## config.mk

```make
export PLATFORM = sky130hd
export DESIGN_NAME = rect_fill_and_glyph_stream_top_flat
export DESIGN_NICKNAME = d
export VERILOG_FILES = /design/src/rfgs_pkg.sv /design/src/rfgs_if.sv /design/src/rect_fill_and_glyph_stream_top.sv /design/src/rfgs_front.sv /design/src/rfgs_queue.sv /design/src/rfgs_back.sv /design/src/flat_wrapper.sv
export SDC_FILE = /design/constraint.sdc
export NUM_CORES = 2
export LEC_CHECK = 0
export BUFFER_PORTS_ARGS = -buffer_cell sky130_fd_sc_hd__buf_2
export CORE_AREA = 4 4 322 324
export CTS_CLUSTER_DIAMETER = 80
export DETAILED_ROUTE_END_ITERATION = 12
export DIE_AREA = 0 0 326 328
export PLACE_DENSITY = 0.58
export RECOVER_POWER = 25
export SLEW_MARGIN = 30
export SYNTH_ARGS = -nofsm -noshare
export SYNTH_HDL_FRONTEND = slang
export SYNTH_HIERARCHICAL = 1
export SYNTH_MEMORY_MAX_BITS = 65536
export SYNTH_SLANG_ARGS = --single-unit
```

## constraint.sdc

```tcl
create_clock -name clk -period 7.8 [get_ports clk]
set_input_delay 1.56 -clock clk [delete_from_list [all_inputs] [get_ports clk]]
set_output_delay 1.56 -clock clk [all_outputs]
set_load 0.005 [all_outputs]
```

## src/rfgs_pkg.sv

```systemverilog
// Package for the rectangle-fill and glyph streamer.
// Holds the shared types, the command codes and the 5x7 font table.
// No dependencies.
package rfgs_pkg;

	localparam int unsigned DefPanelWidth  = 240;
	localparam int unsigned DefPanelHeight = 320;
	localparam int unsigned QueueDepth     = 2;

	localparam logic [7:0] CmdColumnSet = 8'h2a;
	localparam logic [7:0] CmdRowSet    = 8'h2b;
	localparam logic [7:0] CmdMemWrite  = 8'h2c;
	localparam logic [2:0] FontCols     = 3'd5;
	localparam logic [2:0] FontRows     = 3'd7;
	localparam logic [3:0] StepPixels   = 4'd11;
	localparam logic [3:0] StepCell     = 4'd15;

	typedef enum logic [1:0] {
		MODE_PULL  = 2'd0,
		MODE_FILL  = 2'd1,
		MODE_GLYPH = 2'd2,
		MODE_NONE  = 2'd3
	} mode_t;

	typedef enum logic [1:0] {
		OP_IDLE  = 2'd0,
		OP_FILL  = 2'd1,
		OP_GLYPH = 2'd2
	} op_t;

	typedef enum logic {
		BS_TAKE = 1'b0,
		BS_CELL = 1'b1
	} bstate_t;

	// one classified item as it waits for the back end
	typedef struct packed {
		mode_t       kind;
		logic        fill_ok;
		logic [15:0] x_pos;
		logic [15:0] y_pos;
		logic [15:0] rect_width;
		logic [15:0] rect_height;
		logic [15:0] color;
		logic [15:0] bg_color;
		logic [7:0]  scale;
		logic [7:0]  char_code;
		logic        first_char;
	} qentry_t;

	typedef struct packed {
		logic       full;
		logic       empty;
		logic [1:0] count;
	} qstat_t;

	// columns packed low to high: column 0 in bits 6:0
	function automatic logic [34:0] font_glyph(input logic [7:0] ch);
		logic [34:0] g;
		begin
			case (ch)
				8'h30: g = {7'h3e, 7'h45, 7'h49, 7'h51, 7'h3e};
				8'h31: g = {7'h00, 7'h40, 7'h7f, 7'h42, 7'h00};
				8'h32: g = {7'h46, 7'h49, 7'h51, 7'h61, 7'h42};
				8'h33: g = {7'h31, 7'h4b, 7'h45, 7'h41, 7'h21};
				8'h34: g = {7'h10, 7'h7f, 7'h12, 7'h14, 7'h18};
				8'h35: g = {7'h39, 7'h45, 7'h45, 7'h45, 7'h27};
				8'h36: g = {7'h30, 7'h49, 7'h49, 7'h4a, 7'h3c};
				8'h37: g = {7'h03, 7'h05, 7'h09, 7'h71, 7'h01};
				8'h38: g = {7'h36, 7'h49, 7'h49, 7'h49, 7'h36};
				8'h39: g = {7'h1e, 7'h29, 7'h49, 7'h49, 7'h06};
				8'h41: g = {7'h7e, 7'h11, 7'h11, 7'h11, 7'h7e};
				8'h42: g = {7'h36, 7'h49, 7'h49, 7'h49, 7'h7f};
				8'h43: g = {7'h22, 7'h41, 7'h41, 7'h41, 7'h3e};
				8'h44: g = {7'h1c, 7'h22, 7'h41, 7'h41, 7'h7f};
				8'h45: g = {7'h41, 7'h49, 7'h49, 7'h49, 7'h7f};
				8'h46: g = {7'h01, 7'h09, 7'h09, 7'h09, 7'h7f};
				8'h47: g = {7'h7a, 7'h49, 7'h49, 7'h41, 7'h3e};
				8'h48: g = {7'h7f, 7'h08, 7'h08, 7'h08, 7'h7f};
				8'h49: g = {7'h00, 7'h41, 7'h7f, 7'h41, 7'h00};
				8'h4a: g = {7'h01, 7'h3f, 7'h41, 7'h40, 7'h20};
				8'h4b: g = {7'h41, 7'h22, 7'h14, 7'h08, 7'h7f};
				8'h4c: g = {7'h40, 7'h40, 7'h40, 7'h40, 7'h7f};
				8'h4d: g = {7'h7f, 7'h02, 7'h0c, 7'h02, 7'h7f};
				8'h4e: g = {7'h7f, 7'h10, 7'h08, 7'h04, 7'h7f};
				8'h4f: g = {7'h3e, 7'h41, 7'h41, 7'h41, 7'h3e};
				8'h50: g = {7'h06, 7'h09, 7'h09, 7'h09, 7'h7f};
				8'h51: g = {7'h5e, 7'h21, 7'h51, 7'h41, 7'h3e};
				8'h52: g = {7'h46, 7'h29, 7'h19, 7'h09, 7'h7f};
				8'h53: g = {7'h31, 7'h49, 7'h49, 7'h49, 7'h46};
				8'h54: g = {7'h01, 7'h01, 7'h7f, 7'h01, 7'h01};
				8'h55: g = {7'h3f, 7'h40, 7'h40, 7'h40, 7'h3f};
				8'h56: g = {7'h1f, 7'h20, 7'h40, 7'h20, 7'h1f};
				8'h57: g = {7'h3f, 7'h40, 7'h38, 7'h40, 7'h3f};
				8'h58: g = {7'h63, 7'h14, 7'h08, 7'h14, 7'h63};
				8'h59: g = {7'h07, 7'h08, 7'h70, 7'h08, 7'h07};
				8'h5a: g = {7'h43, 7'h45, 7'h49, 7'h51, 7'h61};
				8'h2d: g = {7'h08, 7'h08, 7'h08, 7'h08, 7'h08};
				8'h3a: g = {7'h00, 7'h00, 7'h36, 7'h36, 7'h00};
				8'h2e: g = {7'h00, 7'h00, 7'h60, 7'h60, 7'h00};
				8'h5f: g = {7'h40, 7'h40, 7'h40, 7'h40, 7'h40};
				default: g = '0;
			endcase
			return g;
		end
	endfunction

endpackage

```

## src/rfgs_if.sv

```systemverilog
// Channel interfaces for the streamer: command items in, link bytes out.
// Depends on nothing.
interface rfgs_in_if;
	logic        valid;
	logic        ready;
	logic [1:0]  mode;
	logic [15:0] x_pos;
	logic [15:0] y_pos;
	logic [15:0] rect_width;
	logic [15:0] rect_height;
	logic [15:0] color;
	logic [15:0] bg_color;
	logic [7:0]  scale;
	logic [7:0]  char_code;
	logic        first_char;
	modport source (output valid, mode, x_pos, y_pos, rect_width, rect_height, color,
		bg_color, scale, char_code, first_char, input ready);
	modport sink (input valid, mode, x_pos, y_pos, rect_width, rect_height, color,
		bg_color, scale, char_code, first_char, output ready);
endinterface

interface rfgs_out_if;
	logic       valid;
	logic       ready;
	logic [7:0] out_byte;
	logic       is_command;
	logic       last;
	logic       error;
	modport source (output valid, out_byte, is_command, last, error, input ready);
	modport sink (input valid, out_byte, is_command, last, error, output ready);
endinterface

```

## src/rect_fill_and_glyph_stream_top.sv

```systemverilog
// Rectangle fill and 5x7 glyph streamer for a panel link.
// in_ch carries command items: mode 1 starts a fill, mode 2 starts a glyph,
// mode 0 pulls the next link byte; mode 3 is taken and ignored.
// out_ch carries one byte per pull (out_byte, is_command, last, error);
// starts give a result only when rejected (error set, byte zero).
// A pull while idle gives nothing.
// An accepted item is written into a two-entry queue, from which the back end
// takes it; its byte is registered and shows on out_ch the next cycle.
// A pull that opens a glyph cell passes through the cell state for the cell
// offset multiply. Throughput is one item per cycle when out_ch does not stall;
// the cell state holds back the next item. When out_ch stalls, the output
// register holds, the queue fills and in_ch ready falls after two more items.
// Reset empties the queue and clears the output valid flag and the stream state.
// Depends on rfgs_pkg, rfgs_if, rfgs_front, rfgs_queue and rfgs_back.
module rect_fill_and_glyph_stream_top import rfgs_pkg::*; #(
	parameter int unsigned PANEL_WIDTH  = DefPanelWidth,
	parameter int unsigned PANEL_HEIGHT = DefPanelHeight
) (
	input  logic clk,
	input  logic arst_n,
	rfgs_in_if.sink    in_ch,
	rfgs_out_if.source out_ch
);
	qentry_t push_data, pop_data;
	qstat_t  qstat;
	logic    push, pop;

	rfgs_front #(.PANEL_WIDTH(PANEL_WIDTH), .PANEL_HEIGHT(PANEL_HEIGHT)) u_front (
		.in_ch  (in_ch),
		.q_full (qstat.full),
		.q_push (push),
		.q_data (push_data)
	);

	rfgs_queue u_queue (
		.clk       (clk),
		.arst_n    (arst_n),
		.push      (push),
		.push_data (push_data),
		.pop       (pop),
		.pop_data  (pop_data),
		.stat      (qstat)
	);

	rfgs_back #(.PANEL_WIDTH(PANEL_WIDTH), .PANEL_HEIGHT(PANEL_HEIGHT)) u_back (
		.clk     (clk),
		.arst_n  (arst_n),
		.q_data  (pop_data),
		.q_empty (qstat.empty),
		.q_pop   (pop),
		.out_ch  (out_ch)
	);

`ifndef SYNTH
	a_q_bound: assert property (@(posedge clk) disable iff (!arst_n)
		qstat.count <= 2'(QueueDepth))
		else $error("queue count out of range");
	a_full_stall: assert property (@(posedge clk) disable iff (!arst_n)
		qstat.full |-> !in_ch.ready)
		else $error("ready high with queue full");
	a_err_form: assert property (@(posedge clk) disable iff (!arst_n)
		out_ch.valid && out_ch.error |-> out_ch.out_byte == '0 && !out_ch.last
			&& !out_ch.is_command)
		else $error("malformed error item");
	a_no_pop_empty: assert property (@(posedge clk) disable iff (!arst_n)
		pop |-> !qstat.empty)
		else $error("pop from empty queue");
`endif
endmodule

```

## src/rfgs_front.sv

```systemverilog
// Front end: takes command items, classifies them and checks fill bounds.
// Depends on rfgs_pkg and rfgs_in_if.
module rfgs_front import rfgs_pkg::*; #(
	parameter int unsigned PANEL_WIDTH  = DefPanelWidth,
	parameter int unsigned PANEL_HEIGHT = DefPanelHeight
) (
	rfgs_in_if.sink in_ch,
	input  logic    q_full,
	output logic    q_push,
	output qentry_t q_data
);
	localparam logic [16:0] PwLim = 17'(PANEL_WIDTH);
	localparam logic [16:0] PhLim = 17'(PANEL_HEIGHT);

	logic [16:0] x_end, y_end;

	assign in_ch.ready = !q_full;
	assign x_end = {1'b0, in_ch.x_pos} + {1'b0, in_ch.rect_width};
	assign y_end = {1'b0, in_ch.y_pos} + {1'b0, in_ch.rect_height};

	// unused mode is accepted and dropped here
	assign q_push = in_ch.valid && !q_full && (mode_t'(in_ch.mode) != MODE_NONE);

	always_comb begin
		q_data.kind        = mode_t'(in_ch.mode);
		q_data.fill_ok     = (in_ch.rect_width != '0) && (in_ch.rect_height != '0)
			&& (x_end <= PwLim) && (y_end <= PhLim);
		q_data.x_pos       = in_ch.x_pos;
		q_data.y_pos       = in_ch.y_pos;
		q_data.rect_width  = in_ch.rect_width;
		q_data.rect_height = in_ch.rect_height;
		q_data.color       = in_ch.color;
		q_data.bg_color    = in_ch.bg_color;
		q_data.scale       = in_ch.scale;
		q_data.char_code   = in_ch.char_code;
		q_data.first_char  = in_ch.first_char;
	end
endmodule

```

## src/rfgs_queue.sv

```systemverilog
// Short item queue between front and back end.
// Depends on rfgs_pkg.
module rfgs_queue import rfgs_pkg::*; (
	input  logic    clk,
	input  logic    arst_n,
	input  logic    push,
	input  qentry_t push_data,
	input  logic    pop,
	output qentry_t pop_data,
	output qstat_t  stat
);
	qentry_t    mem_q [QueueDepth];
	logic       wr_q, rd_q;
	logic [1:0] cnt_q;

	assign stat.count = cnt_q;
	assign stat.full  = (cnt_q == 2'(QueueDepth));
	assign stat.empty = (cnt_q == '0);
	assign pop_data   = mem_q[rd_q];

	always_ff @(posedge clk) begin
		if (push) begin
			mem_q[wr_q] <= push_data;
		end
	end

	always_ff @(posedge clk or negedge arst_n) begin
		if (!arst_n) begin
			wr_q  <= 1'b0;
			rd_q  <= 1'b0;
			cnt_q <= '0;
		end else begin
			if (push) begin
				wr_q <= ~wr_q;
			end
			if (pop) begin
				rd_q <= ~rd_q;
			end
			cnt_q <= cnt_q + 2'(push) - 2'(pop);
		end
	end
endmodule

```

## src/rfgs_back.sv

```systemverilog
// Back end: runs fill and glyph streams and registers each link byte.
// Depends on rfgs_pkg and rfgs_out_if.
module rfgs_back import rfgs_pkg::*; #(
	parameter int unsigned PANEL_WIDTH  = DefPanelWidth,
	parameter int unsigned PANEL_HEIGHT = DefPanelHeight
) (
	input  logic    clk,
	input  logic    arst_n,
	input  qentry_t q_data,
	input  logic    q_empty,
	output logic    q_pop,
	rfgs_out_if.source out_ch
);
	localparam logic [16:0] PwLim = 17'(PANEL_WIDTH);
	localparam logic [16:0] PhLim = 17'(PANEL_HEIGHT);

	bstate_t     bst_q, bst_d;
	op_t         op_q, op_d;
	logic [3:0]  step_q, step_d;
	logic [15:0] wx0_q, wy0_q, wx1_q, wy1_q, wx0_d, wy0_d, wx1_d, wy1_d;
	logic [31:0] pix_q, pix_d;
	logic        phase_q, phase_d;
	logic [15:0] pcol_q, pcol_d, fg_q, fg_d, bg_q, bg_d;
	logic [7:0]  sc_q, sc_d, ch_q, ch_d;
	logic [2:0]  col_q, col_d, row_q, row_d;
	logic [15:0] ox_q, ox_d, oy_q, oy_d, cidx_q, cidx_d;
	logic [15:0] mx_q, my_q;
	logic        ov_q, ov_d, ocmd_q, ocmd_d, olast_q, olast_d, oerr_q, oerr_d;
	logic [7:0]  obyte_q, obyte_d;

	logic        out_free, is_pull, cell_pend, take, emit;
	logic [15:0] cell_base, px, py;
	logic [16:0] px_end, py_end;
	logic [34:0] gbits;
	logic [6:0]  gcol;
	logic        cell_on, cell_ok;
	logic [2:0]  row_inc;

	assign out_free  = !ov_q || out_ch.ready;
	assign is_pull   = (q_data.kind == MODE_PULL);
	assign cell_pend = (op_q == OP_GLYPH) && (step_q == StepCell);
	assign take      = (bst_q == BS_TAKE) && !q_empty && out_free;
	assign q_pop     = take;

	assign cell_base = 16'((cidx_q << 2) + (cidx_q << 1)) + 16'(col_q);
	assign px        = ox_q + mx_q;
	assign py        = oy_q + my_q;
	assign px_end    = {1'b0, px} + 17'(sc_q);
	assign py_end    = {1'b0, py} + 17'(sc_q);
	assign cell_ok   = (px_end <= PwLim) && (py_end <= PhLim);
	assign gbits     = font_glyph(ch_q);
	assign gcol      = gbits[7*col_q +: 7];
	assign cell_on   = gcol[row_q];
	assign row_inc   = row_q + 3'd1;

	assign out_ch.valid      = ov_q;
	assign out_ch.out_byte   = obyte_q;
	assign out_ch.is_command = ocmd_q;
	assign out_ch.last       = olast_q;
	assign out_ch.error      = oerr_q;

	// next state
	always_comb begin
		bst_d = bst_q;
		unique case (bst_q)
			BS_TAKE: begin
				if (take && is_pull && cell_pend) begin
					bst_d = BS_CELL;
				end
			end
			BS_CELL: begin
				if (out_free) begin
					bst_d = BS_TAKE;
				end
			end
			default: bst_d = BS_TAKE;
		endcase
	end

	// datapath and result byte
	always_comb begin
		op_d = op_q; step_d = step_q; pix_d = pix_q; phase_d = phase_q;
		wx0_d = wx0_q; wy0_d = wy0_q; wx1_d = wx1_q; wy1_d = wy1_q;
		pcol_d = pcol_q; fg_d = fg_q; bg_d = bg_q; sc_d = sc_q; ch_d = ch_q;
		col_d = col_q; row_d = row_q; ox_d = ox_q; oy_d = oy_q; cidx_d = cidx_q;
		ov_d = ov_q && !out_ch.ready;
		obyte_d = obyte_q; ocmd_d = ocmd_q; olast_d = olast_q; oerr_d = oerr_q;
		emit = 1'b0;

		if (bst_q == BS_CELL && out_free) begin
			if (!cell_ok) begin
				op_d = OP_IDLE; step_d = '0; phase_d = 1'b0; pix_d = '0;
				ov_d = 1'b1; obyte_d = '0; ocmd_d = 1'b0; olast_d = 1'b0; oerr_d = 1'b1;
			end else begin
				wx0_d = px; wy0_d = py;
				wx1_d = 16'(px_end - 17'd1);
				wy1_d = 16'(py_end - 17'd1);
				pix_d = 32'(16'(sc_q) * 16'(sc_q));
				pcol_d = cell_on ? fg_q : bg_q;
				phase_d = 1'b0;
				step_d = 4'd1;
				ov_d = 1'b1; obyte_d = CmdColumnSet; ocmd_d = 1'b1;
				olast_d = 1'b0; oerr_d = 1'b0;
			end
		end else if (take) begin
			case (q_data.kind)
				MODE_FILL: begin
					op_d = OP_IDLE; step_d = '0; phase_d = 1'b0; pix_d = '0;
					if (!q_data.fill_ok) begin
						ov_d = 1'b1; obyte_d = '0; ocmd_d = 1'b0; olast_d = 1'b0; oerr_d = 1'b1;
					end else begin
						wx0_d = q_data.x_pos; wy0_d = q_data.y_pos;
						wx1_d = q_data.x_pos + q_data.rect_width - 16'd1;
						wy1_d = q_data.y_pos + q_data.rect_height - 16'd1;
						pix_d = q_data.rect_width * q_data.rect_height;
						pcol_d = q_data.color;
						op_d = OP_FILL;
					end
				end
				MODE_GLYPH: begin
					op_d = OP_IDLE; step_d = '0; phase_d = 1'b0; pix_d = '0;
					if (q_data.first_char) begin
						cidx_d = '0; ox_d = q_data.x_pos; oy_d = q_data.y_pos;
					end else begin
						cidx_d = cidx_q + 16'd1;
					end
					if (q_data.scale == '0) begin
						ov_d = 1'b1; obyte_d = '0; ocmd_d = 1'b0; olast_d = 1'b0; oerr_d = 1'b1;
					end else begin
						fg_d = q_data.color; bg_d = q_data.bg_color;
						sc_d = q_data.scale; ch_d = q_data.char_code;
						col_d = '0; row_d = '0; step_d = StepCell; op_d = OP_GLYPH;
					end
				end
				MODE_PULL: begin
					// a pending glyph cell is handled in the cell state
					emit = (op_q != OP_IDLE) && !cell_pend;
				end
				default: ;
			endcase
		end

		if (emit) begin
			ov_d = 1'b1; ocmd_d = 1'b0; olast_d = 1'b0; oerr_d = 1'b0;
			step_d = step_q + 4'd1;
			case (step_q)
				4'd0:  begin obyte_d = CmdColumnSet; ocmd_d = 1'b1; end
				4'd1:  obyte_d = wx0_q[15:8];
				4'd2:  obyte_d = wx0_q[7:0];
				4'd3:  obyte_d = wx1_q[15:8];
				4'd4:  obyte_d = wx1_q[7:0];
				4'd5:  begin obyte_d = CmdRowSet; ocmd_d = 1'b1; end
				4'd6:  obyte_d = wy0_q[15:8];
				4'd7:  obyte_d = wy0_q[7:0];
				4'd8:  obyte_d = wy1_q[15:8];
				4'd9:  obyte_d = wy1_q[7:0];
				4'd10: begin obyte_d = CmdMemWrite; ocmd_d = 1'b1; end
				default: begin
					step_d = step_q;
					if (!phase_q) begin
						phase_d = 1'b1;
						obyte_d = pcol_q[15:8];
					end else begin
						phase_d = 1'b0;
						obyte_d = pcol_q[7:0];
						pix_d = pix_q - 32'd1;
						if (pix_q == 32'd1) begin
							if (op_q == OP_FILL) begin
								olast_d = 1'b1;
								op_d = OP_IDLE; step_d = '0; pix_d = '0;
							end else if (row_inc >= FontRows) begin
								row_d = '0;
								if (col_q + 3'd1 >= FontCols) begin
									col_d = '0; olast_d = 1'b1;
									op_d = OP_IDLE; step_d = '0; pix_d = '0;
								end else begin
									col_d = col_q + 3'd1;
									step_d = StepCell;
								end
							end else begin
								row_d = row_inc;
								step_d = StepCell;
							end
						end
					end
				end
			endcase
		end
	end

	always_ff @(posedge clk) begin
		if (take) begin
			mx_q <= 16'(cell_base * sc_q);
			my_q <= 16'(row_q) * 16'(sc_q);
		end
		obyte_q <= obyte_d;
		ocmd_q  <= ocmd_d;
		olast_q <= olast_d;
		oerr_q  <= oerr_d;
	end

	always_ff @(posedge clk or negedge arst_n) begin
		if (!arst_n) begin
			bst_q <= BS_TAKE; op_q <= OP_IDLE; step_q <= '0; pix_q <= '0; phase_q <= 1'b0;
			wx0_q <= '0; wy0_q <= '0; wx1_q <= '0; wy1_q <= '0;
			pcol_q <= '0; fg_q <= '0; bg_q <= '0; sc_q <= '0; ch_q <= '0;
			col_q <= '0; row_q <= '0; ox_q <= '0; oy_q <= '0; cidx_q <= '0;
			ov_q <= 1'b0;
		end else begin
			bst_q <= bst_d; op_q <= op_d; step_q <= step_d; pix_q <= pix_d;
			phase_q <= phase_d;
			wx0_q <= wx0_d; wy0_q <= wy0_d; wx1_q <= wx1_d; wy1_q <= wy1_d;
			pcol_q <= pcol_d; fg_q <= fg_d; bg_q <= bg_d; sc_q <= sc_d; ch_q <= ch_d;
			col_q <= col_d; row_q <= row_d; ox_q <= ox_d; oy_q <= oy_d; cidx_q <= cidx_d;
			ov_q <= ov_d;
		end
	end
endmodule
```

## src/flat_wrapper.sv

```systemverilog
// flat-port wrapper written by rule: the top's interface ports become plain ports
module rect_fill_and_glyph_stream_top_flat import rfgs_pkg::*;
#(
	parameter int unsigned PANEL_WIDTH  = DefPanelWidth,
	parameter int unsigned PANEL_HEIGHT = DefPanelHeight
)
  (clk, arst_n, in_ch_valid, in_ch_mode, in_ch_x_pos, in_ch_y_pos, in_ch_rect_width, in_ch_rect_height, in_ch_color, in_ch_bg_color, in_ch_scale, in_ch_char_code, in_ch_first_char, in_ch_ready, out_ch_valid, out_ch_out_byte, out_ch_is_command, out_ch_last, out_ch_error, out_ch_ready);
  rfgs_in_if in_ch_i ();
  rfgs_out_if out_ch_i ();
  input  logic clk;
  input  logic arst_n;
  input wire logic [$bits(in_ch_i.valid)-1:0] in_ch_valid;
  input wire logic [$bits(in_ch_i.mode)-1:0] in_ch_mode;
  input wire logic [$bits(in_ch_i.x_pos)-1:0] in_ch_x_pos;
  input wire logic [$bits(in_ch_i.y_pos)-1:0] in_ch_y_pos;
  input wire logic [$bits(in_ch_i.rect_width)-1:0] in_ch_rect_width;
  input wire logic [$bits(in_ch_i.rect_height)-1:0] in_ch_rect_height;
  input wire logic [$bits(in_ch_i.color)-1:0] in_ch_color;
  input wire logic [$bits(in_ch_i.bg_color)-1:0] in_ch_bg_color;
  input wire logic [$bits(in_ch_i.scale)-1:0] in_ch_scale;
  input wire logic [$bits(in_ch_i.char_code)-1:0] in_ch_char_code;
  input wire logic [$bits(in_ch_i.first_char)-1:0] in_ch_first_char;
  output wire logic [$bits(in_ch_i.ready)-1:0] in_ch_ready;
  output wire logic [$bits(out_ch_i.valid)-1:0] out_ch_valid;
  output wire logic [$bits(out_ch_i.out_byte)-1:0] out_ch_out_byte;
  output wire logic [$bits(out_ch_i.is_command)-1:0] out_ch_is_command;
  output wire logic [$bits(out_ch_i.last)-1:0] out_ch_last;
  output wire logic [$bits(out_ch_i.error)-1:0] out_ch_error;
  input wire logic [$bits(out_ch_i.ready)-1:0] out_ch_ready;
  assign in_ch_i.valid = in_ch_valid;
  assign in_ch_i.mode = in_ch_mode;
  assign in_ch_i.x_pos = in_ch_x_pos;
  assign in_ch_i.y_pos = in_ch_y_pos;
  assign in_ch_i.rect_width = in_ch_rect_width;
  assign in_ch_i.rect_height = in_ch_rect_height;
  assign in_ch_i.color = in_ch_color;
  assign in_ch_i.bg_color = in_ch_bg_color;
  assign in_ch_i.scale = in_ch_scale;
  assign in_ch_i.char_code = in_ch_char_code;
  assign in_ch_i.first_char = in_ch_first_char;
  assign in_ch_ready = in_ch_i.ready;
  assign out_ch_valid = out_ch_i.valid;
  assign out_ch_out_byte = out_ch_i.out_byte;
  assign out_ch_is_command = out_ch_i.is_command;
  assign out_ch_last = out_ch_i.last;
  assign out_ch_error = out_ch_i.error;
  assign out_ch_i.ready = out_ch_ready;
  rect_fill_and_glyph_stream_top #(.PANEL_WIDTH(PANEL_WIDTH), .PANEL_HEIGHT(PANEL_HEIGHT)) u_core (.clk(clk), .arst_n(arst_n), .in_ch(in_ch_i), .out_ch(out_ch_i));
endmodule
```

==> results.yml <==
run_status:
  status: "finished with violations"
  failed_checks: "capacitance limit, slew limit"
synthesis:
  synth_cells: 4666
  number_of_flops_mapped_to_enable_cells_by_yosys: 269
  syn-num-nets: 5434
  synth_cell_types: 100
  yosys_warnings: 6
  synth_area_um2: 45100
  synth-seq-area-share_pct: 30.5
  synth.avg_cell_area_um2: 9.66
  postSynth.asyncResetShare_pct: 45.6
  synth_top_flop_cell: "sky130_fd_sc_hd__edfxtp_1"
  yosys_register_bits: 496
die:
  die_area_um2: 107000
  initial_core_util_pct: 44.6
  pin_count: 132
  die_x_um: 326
  core_area_um2: 101000
  floorplan.die.height_um: 328
  std_cell_rows: 117
worst_setup_path:
  crit_path_frequent_cell: "sky130_fd_sc_hd__fa_1"
  critical_path_arrival_ns: 7.75
  cp_required_ns: 8.29
  cpPeakStageDelay_ns: 0.71
  cp-start-kind: "register"
  worstReg2RegStart: "u_core/u_queue/rd_q$_DFFE_PN0P_"
  critical_path_peak_fanout: 31
  crit_path_top_delay_cell: "sky130_fd_sc_hd__dfrtp_4"
  worstSetupEndpointType: "register"
  timing.critical_path.from: "u_core/u_queue/rd_q$_DFFE_PN0P_"
  critPathKind: "reg2reg"
route:
  route.vias.total: 33762
  wl_mm: 129
  number_of_iterations_in_the_first_detailed_routing_pass: 5
  drc_errors: 0
  avgViaCountPerCell: 5.60
  first_iteration_detailed_routing_drc_count: 2773
  avgRoutedWirePerCell_um: 21.4
  remaining_number_of_nets_flagged_by_the_antenna_check_after_routing: 0
clocking:
  cts_buffers: 60
  cts.clk_slew.worst_paths_ns: 0.06
  holdBufCountCts: 0
  cts.sinks: 496
  tritoncts_clock_tree: "done"
  post-cts-setup-buffer-count: 0
  post_cts_resize_count: 0
  h-tree-depth: 2
  clock_tree.root_cell: "sky130_fd_sc_hd__clkbuf_16"
  latest_clock_arrival_within_the_worst_skew_pair_ns: 0.71
  clk_path_buf_depth: 3
sta:
  tightest_slew_ns: 4.91
  setup_viol: 0
  final_hold_viol_count: 0
  skew_ns: 0.0700
  slew-limit-headroom_pct: -228
  final.min_clock_period_ns: 7.26
  min_period_over_period_pct: 93.1
  max_freq_mhz: 138
  setup_tns_ns: 0
  final_max_slew_viol_count: 81
  unrepaired_setup_endpoints_after_global_routing: "false"
global_routing:
  groute.usage.overall_pct: 23.7
  grt_first_pass_wirelength_mm: 198
  grt_pass1_vias: 33352
  grt_max_degree: 147
  grt-ovfl-total: 0
  grt_antenna_before_repair: 3
placement:
  place.detailed.instances: 5911
  dpl.hpwl_mm: 98.5
  placement.io_buffers: 131
  gp_routability_congestion: 0.956
layout:
  final-instance-count-excl-fill: 6025
  syn2layout_area_growth_pct: 6.82
  antennaDiodeCount: 0
  mostFrequentLayoutCells: "sky130_fd_sc_hd__inv_1 (531), sky130_fd_sc_hd__nand2_1 (494), sky130_fd_sc_hd__ha_1 (353)"
  drive_gt1_share_pct: 10.6
  nets: 5373
  layout.filler_cells: 9580
  final_common_cell: "sky130_fd_sc_hd__inv_1"
worst_hold_path:
  min_path_type: "reg2reg"
  holdCritStartpoint: "u_core/u_back/ox_q[11]$_DFFE_PN0P_"
run:
  max-cap-violations: 1
==> registers in the layout, indices dropped and copies added (netlist names), 3 cells and up <==
| signal | flops |
|---|---|
| u_core/u_back/sc_q | 8 |
| u_core/u_back/row_q | 3 |
| u_core/u_back/my_q | 11 |
| u_core/u_back/pcol_q | 16 |
| u_core/u_back/col_q | 3 |
| u_core/u_back/bg_q | 16 |
| u_core/u_queue/mem_q | 232 |
| u_core/u_back/wx1_q | 16 |
| u_core/u_back/step_q | 4 |
| u_core/u_back/out_ch.out_byte | 8 |
| u_core/u_back/cidx_q | 15 |
| u_core/u_back/wy1_q | 16 |
| u_core/u_back/oy_q | 16 |
| u_core/u_back/mx_q | 16 |
| u_core/u_back/fg_q | 16 |
| u_core/u_back/wy0_q | 16 |
| u_core/u_back/wx0_q | 16 |
| u_core/u_back/pix_q | 32 |
| u_core/u_back/ox_q | 16 |
| u_core/u_back/ch_q | 8 |
==> layer usage <==
layer / GRT usage, % / share of wire, % / vias to the layer above
li1: - / - / 15810
met1: 33.1 / 45 / 16703
met2: 38.5 / 46 / 1037
met3: 3.22 / 5.9 / 212
met4: 7.21 / 3.2 / 0
met5: 0 / 0 / -
==> metrics by stage <==
step	utilization [%]	setup WS [ns]	hold WS, ns	area, µm²
2_1_floorplan	-	0.258	0.450	45100
3_3_place_gp	45.7	0.668	0.472	46300
3_5_place_dp	45.7	0.611	0.477	46300
4_1_cts	47.7	0.573	0.489	48300
5_1_grt	47.6	0.168	0.503	48200
6_report	47.6	0.538	0.483	48200
==> final timing paths <==
check / depth (start not counted) / slack, ns / end
setup / recovery: 25 / 0.54 / u_core/u_back/pix_q[29]$_DFF_PN0_
hold reg to reg: 2 / 0.48 / u_core/u_back/ox_q[11]$_DFFE_PN0P_
max in group asynchronous: 1 / 1.98 / u_core/u_back/ch_q[2]$_DFFE_PN0P_
min in group asynchronous: 1 / 2.61 / u_core/u_back/pix_q[28]$_DFF_PN0_
hold / removal: 2 / 0.48 / u_core/u_back/ox_q[11]$_DFFE_PN0P_
setup reg to reg: 25 / 0.54 / u_core/u_back/pix_q[29]$_DFF_PN0_
==> worst max-delay path, delay by kind of cell, from the launching register on <==
family	cells	cell delay, ns
fa+ha+maj	7	3.37
compound gates	9	1.49
flops	1	0.71
buf+inv	5	0.62
mux	1	0.43
simple gates	2	0.32
xor+xnor	1	0.15
==> synthesized netlist by cell type (all sizes together), types with 19 or more instances <==
cell      n  area, µm²
inv     532       2000
nand2   494       1850
ha      353       4420
nor2    307       1150
fa      296       5930
o21ai   277       1390
edfxtp  269       8080
mux2    254       3260
dfrtp   226       5660
a21oi   194        971
buf     163       1170
clkbuf  145        544
xnor2   129       1130
and2    103        644
nor3     75        375
nand3    62        310
xor2     61        542
mux2i    54        541
nor2b    53        339
a21o     43        323
nor4     37        250
a31oi    34        213
nand2b   32        200
a211oi   31        243
o31ai    27        203
o21a     26        195
or3      24        150
o211ai   23        173
o22ai    22        144
nand4    21        131
o21bai   21        158
or2      19        119
==> cells by family after synthesis <==
family,after synthesis,share of synthesized area (%)
multiplexers,309,8.48
AO/OA/AOI/OAI,880,12.6
buffers and inverters,846,8.29
flip-flops,496,30.5
XOR/XNOR,193,3.86
adder cells (fa/ha/maj),649,22.9
other,2,0.0167
AND/OR/NAND/NOR,1291,13.3
==> layout make-up <==
cell class | count | area (µm²) | area share, %
clock inverter | 44 | 473 | 0.982
timing repair buffer | 185 | 985 | 2.04
sequential | 496 | 13800 | 28.6
clock buffer | 70 | 1550 | 3.22
inverter | 538 | 2020 | 4.19
multi-input combinational | 3324 | 27700 | 57.5
tap | 1368 | 1710 | 3.55
Power is left out: the tool's default activity adds up to more than one toggle a clock period on the data nets, which glitch-free logic cannot reach.
